`config.mk`:
```
export PLATFORM = sky130hd
export DESIGN_NAME = dfu_download_flash_sequencer_flat
export DESIGN_NICKNAME = d
export VERILOG_FILES = /design/src/rtl/dfu_pkg.sv /design/src/rtl/dfu_if.sv /design/src/rtl/dfu_step.sv /design/src/rtl/dfu_download_flash_sequencer.sv /design/src/flat_wrapper.sv
export SDC_FILE = /design/constraint.sdc
export NUM_CORES = 1
export LEC_CHECK = 0
export BUFFER_PORTS_ARGS = -buffer_cell sky130_fd_sc_hd__buf_2
export CAP_MARGIN = 30
export CORE_UTILIZATION = 61
export DETAILED_ROUTE_END_ITERATION = 12
export GPL_TIMING_DRIVEN = 0
export PLACE_DENSITY = 0.95
export SLEW_MARGIN = 15
export SYNTH_ARGS = -nofsm -noshare
export SYNTH_HDL_FRONTEND = slang
export SYNTH_SLANG_ARGS = --single-unit
```
`constraint.sdc`:
```
create_clock -name clk -period 10.9 [get_ports clk]
set_input_delay 1.09 -clock clk [delete_from_list [all_inputs] [get_ports clk]]
set_output_delay 1.09 -clock clk [all_outputs]
set_load 0.005 [all_outputs]
```
`src/rtl/dfu_pkg.sv`:
```
// Package for the DFU download sequencer: state and status codes, item and
// result structs, flash status bit positions and default parameters.
// Depends on nothing; the files that use it refer to it by scoped names.
package dfu_pkg;

	localparam int TRANSFER_BYTES_DEF = 1024;
	// Sector size must be a power of two (1024, 2048 or 4096)
	localparam int SECTOR_BYTES_DEF   = 2048;
	localparam int WORD_BYTES_DEF     = 4;

	localparam int ADDR_W = 24;

	localparam logic [9:0] TIMEOUT_RESET    = 10'd1;
	localparam logic [9:0] TIMEOUT_MANIFEST = 10'd1000;

	localparam int FS_COMPLETE  = 7;
	localparam int FS_COLLISION = 6;
	localparam int FS_ACCESS    = 5;
	localparam int FS_PROTECT   = 4;
	localparam int FS_CMD_ERR   = 0;

	typedef enum logic [1:0] {
		OP_DNLOAD    = 2'd0,
		OP_GETSTATUS = 2'd1,
		OP_CLRSTATUS = 2'd2,
		OP_ABORT     = 2'd3
	} op_t;

	typedef enum logic [6:0] {
		ST_IDLE     = 7'b0000001,
		ST_DNSYNC   = 7'b0000010,
		ST_BUSY     = 7'b0000100,
		ST_DNIDLE   = 7'b0001000,
		ST_MANSYNC  = 7'b0010000,
		ST_MANIFEST = 7'b0100000,
		ST_ERROR    = 7'b1000000
	} proto_t;

	typedef enum logic [2:0] {
		PC_IDLE     = 3'd0,
		PC_DNSYNC   = 3'd1,
		PC_BUSY     = 3'd2,
		PC_DNIDLE   = 3'd3,
		PC_MANSYNC  = 3'd4,
		PC_MANIFEST = 3'd5,
		PC_ERROR    = 3'd6,
		PC_UNUSED   = 3'd7
	} proto_code_t;

	typedef enum logic [2:0] {
		PH_IDLE    = 3'b001,
		PH_ERASE   = 3'b010,
		PH_PROGRAM = 3'b100
	} phase_t;

	typedef enum logic [2:0] {
		SC_OK      = 3'd0,
		SC_ADDRESS = 3'd1,
		SC_STALLED = 3'd2,
		SC_UNKNOWN = 3'd3,
		SC_ERASE   = 3'd4,
		SC_VERIFY  = 3'd5,
		SC_RSVD6   = 3'd6,
		SC_RSVD7   = 3'd7
	} status_t;

	typedef enum logic [1:0] {
		CMD_NONE    = 2'd0,
		CMD_ERASE   = 2'd1,
		CMD_PROGRAM = 2'd2,
		CMD_RSVD    = 2'd3
	} cmd_t;

	typedef struct packed {
		op_t         op;
		logic [15:0] block_length;
		logic [15:0] packet_offset;
		logic [15:0] packet_length;
		logic [7:0]  flash_status;
	} item_t;

	typedef struct packed {
		proto_t            proto;
		status_t           status;
		logic [9:0]        timeout;
		phase_t            phase;
		logic [ADDR_W-1:0] addr;
	} state_t;

	typedef struct packed {
		logic              accepted;
		status_t           request_status;
		logic [9:0]        poll_timeout;
		proto_code_t       protocol_state;
		cmd_t              flash_command;
		logic [ADDR_W-1:0] flash_address;
		logic [15:0]       flash_word_count;
	} result_t;

	function automatic proto_code_t proto_code(input proto_t p);
		proto_code_t c;
		case (p)
			ST_IDLE:     c = PC_IDLE;
			ST_DNSYNC:   c = PC_DNSYNC;
			ST_BUSY:     c = PC_BUSY;
			ST_DNIDLE:   c = PC_DNIDLE;
			ST_MANSYNC:  c = PC_MANSYNC;
			ST_MANIFEST: c = PC_MANIFEST;
			ST_ERROR:    c = PC_ERROR;
			default:     c = PC_UNUSED;
		endcase
		return c;
	endfunction

endpackage

```
`src/rtl/dfu_if.sv`:
```
// Request and result channel interfaces of the DFU download sequencer.
// Valid/ready handshake with the payload fields; no package dependency.
interface dfu_req_if;
	logic        valid;
	logic        ready;
	logic [1:0]  op;
	logic [15:0] block_number;
	logic [15:0] block_length;
	logic [15:0] packet_offset;
	logic [15:0] packet_length;
	logic [7:0]  flash_status;

	modport source (
		output valid, op, block_number, block_length, packet_offset, packet_length,
		flash_status,
		input  ready
	);
	modport sink (
		input  valid, op, block_number, block_length, packet_offset, packet_length,
		flash_status,
		output ready
	);
endinterface

interface dfu_rsp_if;
	logic        valid;
	logic        ready;
	logic        accepted;
	logic [2:0]  request_status;
	logic [9:0]  poll_timeout;
	logic [2:0]  protocol_state;
	logic [1:0]  flash_command;
	logic [23:0] flash_address;
	logic [15:0] flash_word_count;

	modport source (
		output valid, accepted, request_status, poll_timeout, protocol_state,
		flash_command, flash_address, flash_word_count,
		input  ready
	);
	modport sink (
		input  valid, accepted, request_status, poll_timeout, protocol_state,
		flash_command, flash_address, flash_word_count,
		output ready
	);
endinterface

```
`src/rtl/dfu_step.sv`:
```
// Next-state and result logic for one request of the DFU sequencer.
// Purely combinational; uses dfu_pkg types and codes.
module dfu_step #(
	parameter int TRANSFER_BYTES = dfu_pkg::TRANSFER_BYTES_DEF,
	parameter int SECTOR_BYTES   = dfu_pkg::SECTOR_BYTES_DEF,
	parameter int WORD_BYTES     = dfu_pkg::WORD_BYTES_DEF
) (
	input  dfu_pkg::state_t              cur,
	input  dfu_pkg::item_t               item,
	input  logic [dfu_pkg::ADDR_W-1:0]   target_addr,
	output dfu_pkg::state_t              nxt,
	output dfu_pkg::result_t             res
);

	localparam int         SB_BITS   = $clog2(SECTOR_BYTES);
	localparam logic [15:0] WORDS    = 16'(TRANSFER_BYTES / WORD_BYTES);
	localparam logic [16:0] XFER_LIM = 17'(TRANSFER_BYTES);

	logic [16:0] pkt_end;
	logic [16:0] blen_x;

	assign pkt_end = {1'b0, item.packet_offset} + {1'b0, item.packet_length};
	assign blen_x  = {1'b0, item.block_length};

	always_comb begin
		logic             ok;
		logic             err;
		dfu_pkg::status_t err_code;
		logic [7:0]       fs;

		fs       = item.flash_status;
		ok       = 1'b1;
		err      = 1'b0;
		err_code = dfu_pkg::SC_OK;
		nxt      = cur;
		res.flash_command    = dfu_pkg::CMD_NONE;
		res.flash_address    = '0;
		res.flash_word_count = '0;

		case (item.op)
			dfu_pkg::OP_DNLOAD: begin
				if (pkt_end > XFER_LIM || pkt_end > blen_x) begin
					nxt.proto  = dfu_pkg::ST_ERROR;
					nxt.status = dfu_pkg::SC_ADDRESS;
					ok         = 1'b0;
				end else if (pkt_end != blen_x) begin
					ok = 1'b1;
				end else if (cur.proto != dfu_pkg::ST_IDLE && cur.proto != dfu_pkg::ST_DNIDLE) begin
					nxt.proto  = dfu_pkg::ST_ERROR;
					nxt.status = dfu_pkg::SC_STALLED;
					ok         = 1'b0;
				end else if (!fs[dfu_pkg::FS_COMPLETE] || cur.phase != dfu_pkg::PH_IDLE) begin
					nxt.proto  = dfu_pkg::ST_ERROR;
					nxt.status = dfu_pkg::SC_UNKNOWN;
					ok         = 1'b0;
				end else if (item.block_length == '0) begin
					nxt.proto  = dfu_pkg::ST_MANSYNC;
					nxt.status = dfu_pkg::SC_OK;
				end else begin
					nxt.addr          = target_addr;
					res.flash_address = target_addr;
					if (target_addr[SB_BITS-1:0] == '0) begin
						nxt.phase         = dfu_pkg::PH_ERASE;
						res.flash_command = dfu_pkg::CMD_ERASE;
					end else begin
						nxt.phase            = dfu_pkg::PH_PROGRAM;
						res.flash_command    = dfu_pkg::CMD_PROGRAM;
						res.flash_word_count = WORDS;
					end
					nxt.proto  = dfu_pkg::ST_DNSYNC;
					nxt.status = dfu_pkg::SC_OK;
				end
			end
			dfu_pkg::OP_GETSTATUS: begin
				if (cur.proto == dfu_pkg::ST_DNSYNC || cur.proto == dfu_pkg::ST_BUSY) begin
					if (cur.phase == dfu_pkg::PH_ERASE || cur.phase == dfu_pkg::PH_PROGRAM) begin
						if (!fs[dfu_pkg::FS_COMPLETE]) begin
							err = 1'b0;
						end else if (fs[dfu_pkg::FS_COLLISION]) begin
							err      = 1'b1;
							err_code = dfu_pkg::SC_UNKNOWN;
						end else if (fs[dfu_pkg::FS_ACCESS] || fs[dfu_pkg::FS_PROTECT]) begin
							err      = 1'b1;
							err_code = dfu_pkg::SC_ADDRESS;
						end else if (fs[dfu_pkg::FS_CMD_ERR]) begin
							err      = 1'b1;
							err_code = (cur.phase == dfu_pkg::PH_ERASE) ?
								dfu_pkg::SC_ERASE : dfu_pkg::SC_VERIFY;
						end else if (cur.phase == dfu_pkg::PH_ERASE) begin
							nxt.phase            = dfu_pkg::PH_PROGRAM;
							res.flash_command    = dfu_pkg::CMD_PROGRAM;
							res.flash_address    = cur.addr;
							res.flash_word_count = WORDS;
						end else begin
							nxt.phase = dfu_pkg::PH_IDLE;
						end
					end
					if (err) begin
						nxt.proto  = dfu_pkg::ST_ERROR;
						nxt.status = err_code;
						nxt.phase  = dfu_pkg::PH_IDLE;
					end else begin
						nxt.proto = (nxt.phase == dfu_pkg::PH_IDLE) ?
							dfu_pkg::ST_DNIDLE : dfu_pkg::ST_BUSY;
					end
				end else if (cur.proto == dfu_pkg::ST_MANSYNC) begin
					nxt.proto   = dfu_pkg::ST_MANIFEST;
					nxt.timeout = dfu_pkg::TIMEOUT_MANIFEST;
				end
			end
			dfu_pkg::OP_CLRSTATUS: begin
				if (cur.proto == dfu_pkg::ST_ERROR) begin
					nxt.proto  = dfu_pkg::ST_IDLE;
					nxt.status = dfu_pkg::SC_OK;
				end else begin
					nxt.proto  = dfu_pkg::ST_ERROR;
					nxt.status = dfu_pkg::SC_STALLED;
					ok         = 1'b0;
				end
			end
			default: begin
				nxt.proto  = dfu_pkg::ST_IDLE;
				nxt.status = dfu_pkg::SC_OK;
			end
		endcase

		res.accepted       = ok;
		res.request_status = nxt.status;
		res.poll_timeout   = nxt.timeout;
		res.protocol_state = dfu_pkg::proto_code(nxt.proto);
	end

endmodule

```
`src/rtl/dfu_download_flash_sequencer.sv`:
```
// Top level of the DFU download sequencer: request register, target address,
// protocol state registers and result register around dfu_step.
// Depends on dfu_pkg, dfu_if (dfu_req_if, dfu_rsp_if) and dfu_step.
//
// channel   dir  handshake          payload
// req       in   req.valid/ready    op, block_number, block_length,
//                                   packet_offset, packet_length, flash_status
// rsp       out  rsp.valid/ready    accepted, request_status, poll_timeout,
//                                   protocol_state, flash_command,
//                                   flash_address, flash_word_count
// cfg       in   cfg_wr_en          cfg_wr_data (app_base_address)
//
// Requests pass the request and result registers, one per cycle while results
// are taken. The block address product is formed as the request is taken,
// the state update happens as the request moves into the result register.
// Reset clears the protocol state, the handshake valids and the base address.
// A stalled result holds the result register; the request register still
// takes one further request, then ready drops until the result is taken.
module dfu_download_flash_sequencer #(
	parameter int TRANSFER_BYTES = dfu_pkg::TRANSFER_BYTES_DEF,
	parameter int SECTOR_BYTES   = dfu_pkg::SECTOR_BYTES_DEF,
	parameter int WORD_BYTES     = dfu_pkg::WORD_BYTES_DEF
) (
	input  logic                       clk,
	input  logic                       arst_n,
	input  logic                       cfg_wr_en,
	input  logic [dfu_pkg::ADDR_W-1:0] cfg_wr_data,
	dfu_req_if.sink                    req,
	dfu_rsp_if.source                  rsp
);

	localparam logic [15:0] WORDS = 16'(TRANSFER_BYTES / WORD_BYTES);

	logic [dfu_pkg::ADDR_W-1:0] base_q;
	dfu_pkg::state_t            state_q;
	dfu_pkg::state_t            state_nxt;
	dfu_pkg::result_t           res_nxt;

	logic                       valid_s1;
	dfu_pkg::item_t             item_s1;
	logic [dfu_pkg::ADDR_W-1:0] addr_s1;
	logic                       valid_s2;
	dfu_pkg::result_t           res_s2;

	logic                       take;
	logic                       adv;
	logic [dfu_pkg::ADDR_W-1:0] blk_addr;

	assign adv       = valid_s1 && (!valid_s2 || rsp.ready);
	assign req.ready = !valid_s1 || adv;
	assign take      = req.valid && req.ready;
	assign blk_addr  = base_q + dfu_pkg::ADDR_W'({8'b0, req.block_number} *
		dfu_pkg::ADDR_W'(TRANSFER_BYTES));

	always_ff @(posedge clk or negedge arst_n) begin
		if (!arst_n) begin
			base_q <= '0;
		end else if (cfg_wr_en) begin
			base_q <= cfg_wr_data;
		end
	end

	always_ff @(posedge clk or negedge arst_n) begin
		if (!arst_n) begin
			valid_s1 <= 1'b0;
		end else if (req.ready) begin
			valid_s1 <= req.valid;
		end
	end

	always_ff @(posedge clk) begin
		if (take) begin
			item_s1.op            <= dfu_pkg::op_t'(req.op);
			item_s1.block_length  <= req.block_length;
			item_s1.packet_offset <= req.packet_offset;
			item_s1.packet_length <= req.packet_length;
			item_s1.flash_status  <= req.flash_status;
			addr_s1               <= blk_addr;
		end
	end

	dfu_step #(
		.TRANSFER_BYTES (TRANSFER_BYTES),
		.SECTOR_BYTES   (SECTOR_BYTES),
		.WORD_BYTES     (WORD_BYTES)
	) u_step (
		.cur         (state_q),
		.item        (item_s1),
		.target_addr (addr_s1),
		.nxt         (state_nxt),
		.res         (res_nxt)
	);

	always_ff @(posedge clk or negedge arst_n) begin
		if (!arst_n) begin
			state_q.proto   <= dfu_pkg::ST_IDLE;
			state_q.status  <= dfu_pkg::SC_OK;
			state_q.timeout <= dfu_pkg::TIMEOUT_RESET;
			state_q.phase   <= dfu_pkg::PH_IDLE;
			state_q.addr    <= '0;
		end else if (adv) begin
			state_q <= state_nxt;
		end
	end

	always_ff @(posedge clk or negedge arst_n) begin
		if (!arst_n) begin
			valid_s2 <= 1'b0;
		end else if (!valid_s2 || rsp.ready) begin
			valid_s2 <= valid_s1;
		end
	end

	always_ff @(posedge clk) begin
		if (adv) begin
			res_s2 <= res_nxt;
		end
	end

	assign rsp.valid            = valid_s2;
	assign rsp.accepted         = res_s2.accepted;
	assign rsp.request_status   = res_s2.request_status;
	assign rsp.poll_timeout     = res_s2.poll_timeout;
	assign rsp.protocol_state   = res_s2.protocol_state;
	assign rsp.flash_command    = res_s2.flash_command;
	assign rsp.flash_address    = res_s2.flash_address;
	assign rsp.flash_word_count = res_s2.flash_word_count;

	a_ready_only_on_full_stall: assert property (@(posedge clk) disable iff (!arst_n)
		!req.ready |-> (valid_s1 && valid_s2 && !rsp.ready))
		else $error("request ready dropped without a full stall");

	a_program_word_count: assert property (@(posedge clk) disable iff (!arst_n)
		(rsp.valid && rsp.flash_command == dfu_pkg::CMD_PROGRAM) |->
			(rsp.flash_word_count == WORDS))
		else $error("program command with wrong word count");

	a_no_command_no_address: assert property (@(posedge clk) disable iff (!arst_n)
		(rsp.valid && rsp.flash_command == dfu_pkg::CMD_NONE) |->
			(rsp.flash_address == '0 && rsp.flash_word_count == '0))
		else $error("address or count given without a command");

	a_abort_to_idle: assert property (@(posedge clk) disable iff (!arst_n)
		(adv && item_s1.op == dfu_pkg::OP_ABORT) |=>
			(state_q.proto == dfu_pkg::ST_IDLE && state_q.status == dfu_pkg::SC_OK))
		else $error("abort did not return to idle");

	a_error_clears_phase: assert property (@(posedge clk) disable iff (!arst_n)
		(adv && item_s1.op == dfu_pkg::OP_GETSTATUS && state_nxt.proto == dfu_pkg::ST_ERROR &&
			(state_q.proto == dfu_pkg::ST_DNSYNC || state_q.proto == dfu_pkg::ST_BUSY))
			|=> (state_q.phase == dfu_pkg::PH_IDLE))
		else $error("flash error left a phase pending");

endmodule

```
`src/flat_wrapper.sv`:
```
// flat-port wrapper written by rule: the top's interface ports become plain ports
module dfu_download_flash_sequencer_flat 
#(
	parameter int TRANSFER_BYTES = dfu_pkg::TRANSFER_BYTES_DEF,
	parameter int SECTOR_BYTES   = dfu_pkg::SECTOR_BYTES_DEF,
	parameter int WORD_BYTES     = dfu_pkg::WORD_BYTES_DEF
)
  (clk, arst_n, cfg_wr_en, cfg_wr_data, req_valid, req_op, req_block_number, req_block_length, req_packet_offset, req_packet_length, req_flash_status, req_ready, rsp_valid, rsp_accepted, rsp_request_status, rsp_poll_timeout, rsp_protocol_state, rsp_flash_command, rsp_flash_address, rsp_flash_word_count, rsp_ready);
  dfu_req_if req_i ();
  dfu_rsp_if rsp_i ();
  input  logic clk;
  input  logic arst_n;
  input  logic cfg_wr_en;
  input  logic [dfu_pkg::ADDR_W-1:0] cfg_wr_data;
  input wire logic [$bits(req_i.valid)-1:0] req_valid;
  input wire logic [$bits(req_i.op)-1:0] req_op;
  input wire logic [$bits(req_i.block_number)-1:0] req_block_number;
  input wire logic [$bits(req_i.block_length)-1:0] req_block_length;
  input wire logic [$bits(req_i.packet_offset)-1:0] req_packet_offset;
  input wire logic [$bits(req_i.packet_length)-1:0] req_packet_length;
  input wire logic [$bits(req_i.flash_status)-1:0] req_flash_status;
  output wire logic [$bits(req_i.ready)-1:0] req_ready;
  output wire logic [$bits(rsp_i.valid)-1:0] rsp_valid;
  output wire logic [$bits(rsp_i.accepted)-1:0] rsp_accepted;
  output wire logic [$bits(rsp_i.request_status)-1:0] rsp_request_status;
  output wire logic [$bits(rsp_i.poll_timeout)-1:0] rsp_poll_timeout;
  output wire logic [$bits(rsp_i.protocol_state)-1:0] rsp_protocol_state;
  output wire logic [$bits(rsp_i.flash_command)-1:0] rsp_flash_command;
  output wire logic [$bits(rsp_i.flash_address)-1:0] rsp_flash_address;
  output wire logic [$bits(rsp_i.flash_word_count)-1:0] rsp_flash_word_count;
  input wire logic [$bits(rsp_i.ready)-1:0] rsp_ready;
  assign req_i.valid = req_valid;
  assign req_i.op = req_op;
  assign req_i.block_number = req_block_number;
  assign req_i.block_length = req_block_length;
  assign req_i.packet_offset = req_packet_offset;
  assign req_i.packet_length = req_packet_length;
  assign req_i.flash_status = req_flash_status;
  assign req_ready = req_i.ready;
  assign rsp_valid = rsp_i.valid;
  assign rsp_accepted = rsp_i.accepted;
  assign rsp_request_status = rsp_i.request_status;
  assign rsp_poll_timeout = rsp_i.poll_timeout;
  assign rsp_protocol_state = rsp_i.protocol_state;
  assign rsp_flash_command = rsp_i.flash_command;
  assign rsp_flash_address = rsp_i.flash_address;
  assign rsp_flash_word_count = rsp_i.flash_word_count;
  assign rsp_i.ready = rsp_ready;
  dfu_download_flash_sequencer #(.TRANSFER_BYTES(TRANSFER_BYTES), .SECTOR_BYTES(SECTOR_BYTES), .WORD_BYTES(WORD_BYTES)) u_core (.clk(clk), .arst_n(arst_n), .cfg_wr_en(cfg_wr_en), .cfg_wr_data(cfg_wr_data), .req(req_i), .rsp(rsp_i));
endmodule
```
==> metrics.cfg <==
[run_status]
status = finished, final reports clean

[grt]
top_usage_layer = met2
grt_use_met1_pct = 31.5
antenna_found_initial = 6
grt_pass1_wl_microns = 32600
gr-total-overflow = 0
gr-usage-met3_pct = 7.66
met2_usage_pct = 45.2
grtUsageTotal_pct = 26.3
grt_pass1_vias = 6610
grt_max_degree = 57

[routing]
vias_per_cell = 5.80
drc = 0
wire_per_inst_microns = 17.3
dr.pass1.iters = 8
drt_wl_total_microns = 20100
postRouteAntennaNets = 0
drt_iter0_markers = 587
vias = 6727

[cells_and_area]
area_delta_synth_final_pct = 17.8
final_cell_mix = buf_2, edfxtp_1, dfrtp_1
final_area_sq_mm = 0.0113
layout-drive-gt1-share_pct = 30.2
instances_no_fill = 1160
finalNetCount = 1082
final_common_cell = buf_2
fin_util_pct = 74.0
nFillCells = 973

[placement]
pre_cts_ws_ns = 5.34
io_buffers = 142
postPlaceCellArea_sq_mm = 0.0107
place_inst = 1125
gp_congestion = 0.909
hpwl_microns = 14200

[clocking]
hold_buffers = 0
clk_pin_slew_worst_paths_ns = 0.08
cts-buffers-inserted = 17
max-clock-path-buffers = 2
clock_sinks = 195
cts_setup_buffers = 0
htree_levels = 4
clockRootBuffer = clkbuf_16
cts_resized = 0
insertion_delay_ns = 0.44
cts_tree = built

[die]
pin_count = 164
rows = 45
dieArea_sq_mm = 0.0162
die_x_microns = 127
start_util_pct = 62.8
coreArea_sq_mm = 0.0153
die_y_microns = 127

[yosys]
synthDistinctLibCells = 81
synth-simple-area-share_pct = 11.6
postSynthAreaPerCell_sq_um = 12.7
synthXorXnorAreaFrac_pct = 2.01
yosysTopAreaCell = edfxtp_1
synth-edff-count = 122
synth_top_area_share_pct = 38.2
ys_warn_count = 0
syn_inst = 755
ys_async_sr_fraction_pct = 37.4
ys_ff_latch = 195
synth_fa_ha_area_share_pct = 6.16
ys_seq_area_share_pct = 57.3
synth_ff_type = edfxtp_1
synth_compound_area_share_pct = 12.9
muxShareOfSynthArea_pct = 6.30
synth_top_family_by_area = compound AO/OA/AOI/OAI gates
ys_top_cells_by_area = edfxtp_1, dfrtp_1, mux2_2, ha_1, a22o_1
netlist_area_sq_mm = 0.00959

[power_and_ir_drop]
cell_internal_pwr_uw = 1290
swShare_pct = 27.4
p_comb_share_pct = 16.3
seq_power_share_pct = 49.1
p_switching_uw = 488
ir_drop_uv = 135
p_clk_share_pct = 34.6
powerDensity_mw_per_mm2 = 158
p_leak_uw = 0.00502

[timing]
setup_ws_ns = 5.19
fin_skew_ns = 0.0157
min_period_ns = 5.71
tightest_slew_ns = 0.669
finalHoldViolCount = 0
finalSetupTns_ns = 0
min_period_over_period_pct = 52.4
rsz0062_at_grt = false
max_slew_margin_pct = 55.0
drv_slew = 0
finalSetupViolCount = 0
max_freq_ghz = 0.175

[worst_setup_path]
crit_chain = ha_1, fa_1, a21o_1, a221oi_2, nor3_1, or3_1, and2_1, ha_1, nand3_1, nor4_1, nand2_1, mux2_2, nor2_4, nor4_4, a221oi_1, nand2_1, o31a_1, a211o_1
max_stage_delay_ns = 0.56
reg2reg_slack_ns = 5.19
r2r_start = u_core.item_s1[8]
crit_type = flop to flop
slowest_stage = a221oi_1
crit_arrival_ns = 5.90
cp-start-kind = flop
cp_max_fo = 7
worstReg2RegEnd = u_core.rsp.protocol_state[1]
critPathTopFamily = simple AND/OR/NAND/NOR gates
rr_worst_depth = 18
path_buf_inv = 0
endpoint_kind = flop
required_ns = 11.08

[worst_hold_path]
hold_start = u_core.base_q[4]
hp-class = flop to flop
hold_end = u_core.addr_s1[4]
min_path_cells = 0

[flow_run]
drv_cap = 0

## area by class of cell
cell class              count  area [sq um]  share of cell area [%]
flip-flops and latches    195          5490                    48.7
multi-input cells         502          3800                    33.6
repair buffers            145           788                    6.98
clock buffers              19           454                    4.02
well taps                 211           264                    2.34
plain buffers              38           223                    1.97
clock inverters            13           134                    1.19
inverters                  34           129                    1.14
diodes                      3          7.51                  0.0665
## worst reg2reg max path: stages, from the launching register on
cell	delay [ns]
edfxtp_1	0.38
ha_1	0.25
fa_1	0.44
a21o_1	0.22
a221oi_2	0.41
nor3_1	0.16
or3_1	0.40
and2_1	0.18
ha_1	0.29
nand3_1	0.18
nor4_1	0.48
nand2_1	0.10
mux2_2	0.31
nor2_4	0.21
nor4_4	0.10
a221oi_1	0.56
nand2_1	0.22
o31a_1	0.30
a211o_1	0.30
## cell usage after synthesis, types with 10 or more instances
master	number
or2_2	10
a21oi_1	26
o21ai_0	28
edfxtp_1	122
nand3_1	16
a22o_1	27
dfrtp_1	70
nor4_1	12
a21o_1	19
nand2_1	46
mux2_2	51
nand2b_1	18
ha_1	44
nor3_1	12
inv_1	33
buf_4	16
xnor2_1	13
clkbuf_1	15
nor2_1	38
## cell families after synthesis
logic type / count (synthesis)
compound gates: 162
xor+xnor: 22
fa+ha+maj: 46
buf+inv: 72
flops: 195
mux: 54
other cells: 1
simple gates: 203
## power by group through the flow
stage	clock network (uW)	logic, uW	registers (uW)
after floorplan	0	194	884
after global placement	0	262	888
after detailed placement	0	280	888
after CTS	624	287	874
after global routing	652	321	879
final	616	291	874
## through the flow
stage	hold WS [ns]	total power [uW]
finish	0.457	1780
global route	0.463	1850
CTS	0.454	1780
detailed placement	0.433	1170
global placement	0.427	1150
floorplan	0.421	1080
## worst max path at each step
stage                            startpoint  slack (ns)                            to  depth (start not counted)
after floorplan           u_core.item_s1[8]        5.94  u_core.rsp.protocol_state[0]                         18
after global placement    u_core.item_s1[8]        5.46  u_core.rsp.protocol_state[1]                         18
after detailed placement  u_core.item_s1[8]        5.34  u_core.rsp.protocol_state[1]                         18
after CTS                 u_core.item_s1[8]        5.28  u_core.rsp.protocol_state[1]                         18
after global routing      u_core.item_s1[8]        4.83  u_core.rsp.protocol_state[1]                         18
final                     u_core.item_s1[8]        5.19  u_core.rsp.protocol_state[1]                         18
## routing by layer
| layer | routed length (microns) | part of all wire [%] |
|---|---|---|
| met1 | 7890 | 39 |
| met2 | 10300 | 51 |
| met3 | 1440 | 7.2 |
| met4 | 419 | 2.1 |
| met5 | 35 | 0.17 |
## flip-flops by register name, indices dropped and copies added, names as in the netlist
| signal | cells |
|---|---|
| u_core.item_s1 | 55 |
| u_core.state_q | 47 |
| u_core.addr_s1 | 24 |
| u_core.base_q | 24 |
| u_core.rsp.flash_address | 24 |
| u_core.rsp.poll_timeout | 10 |
| u_core.rsp.protocol_state | 3 |
| u_core.rsp.request_status | 3 |
| u_core.rsp.accepted | 1 |
| u_core.rsp.flash_command | 1 |
| u_core.rsp.flash_word_count | 1 |
| u_core.rsp.valid | 1 |
| u_core.valid_s1 | 1 |
Note: power is estimated with default switching activity, not from simulation.
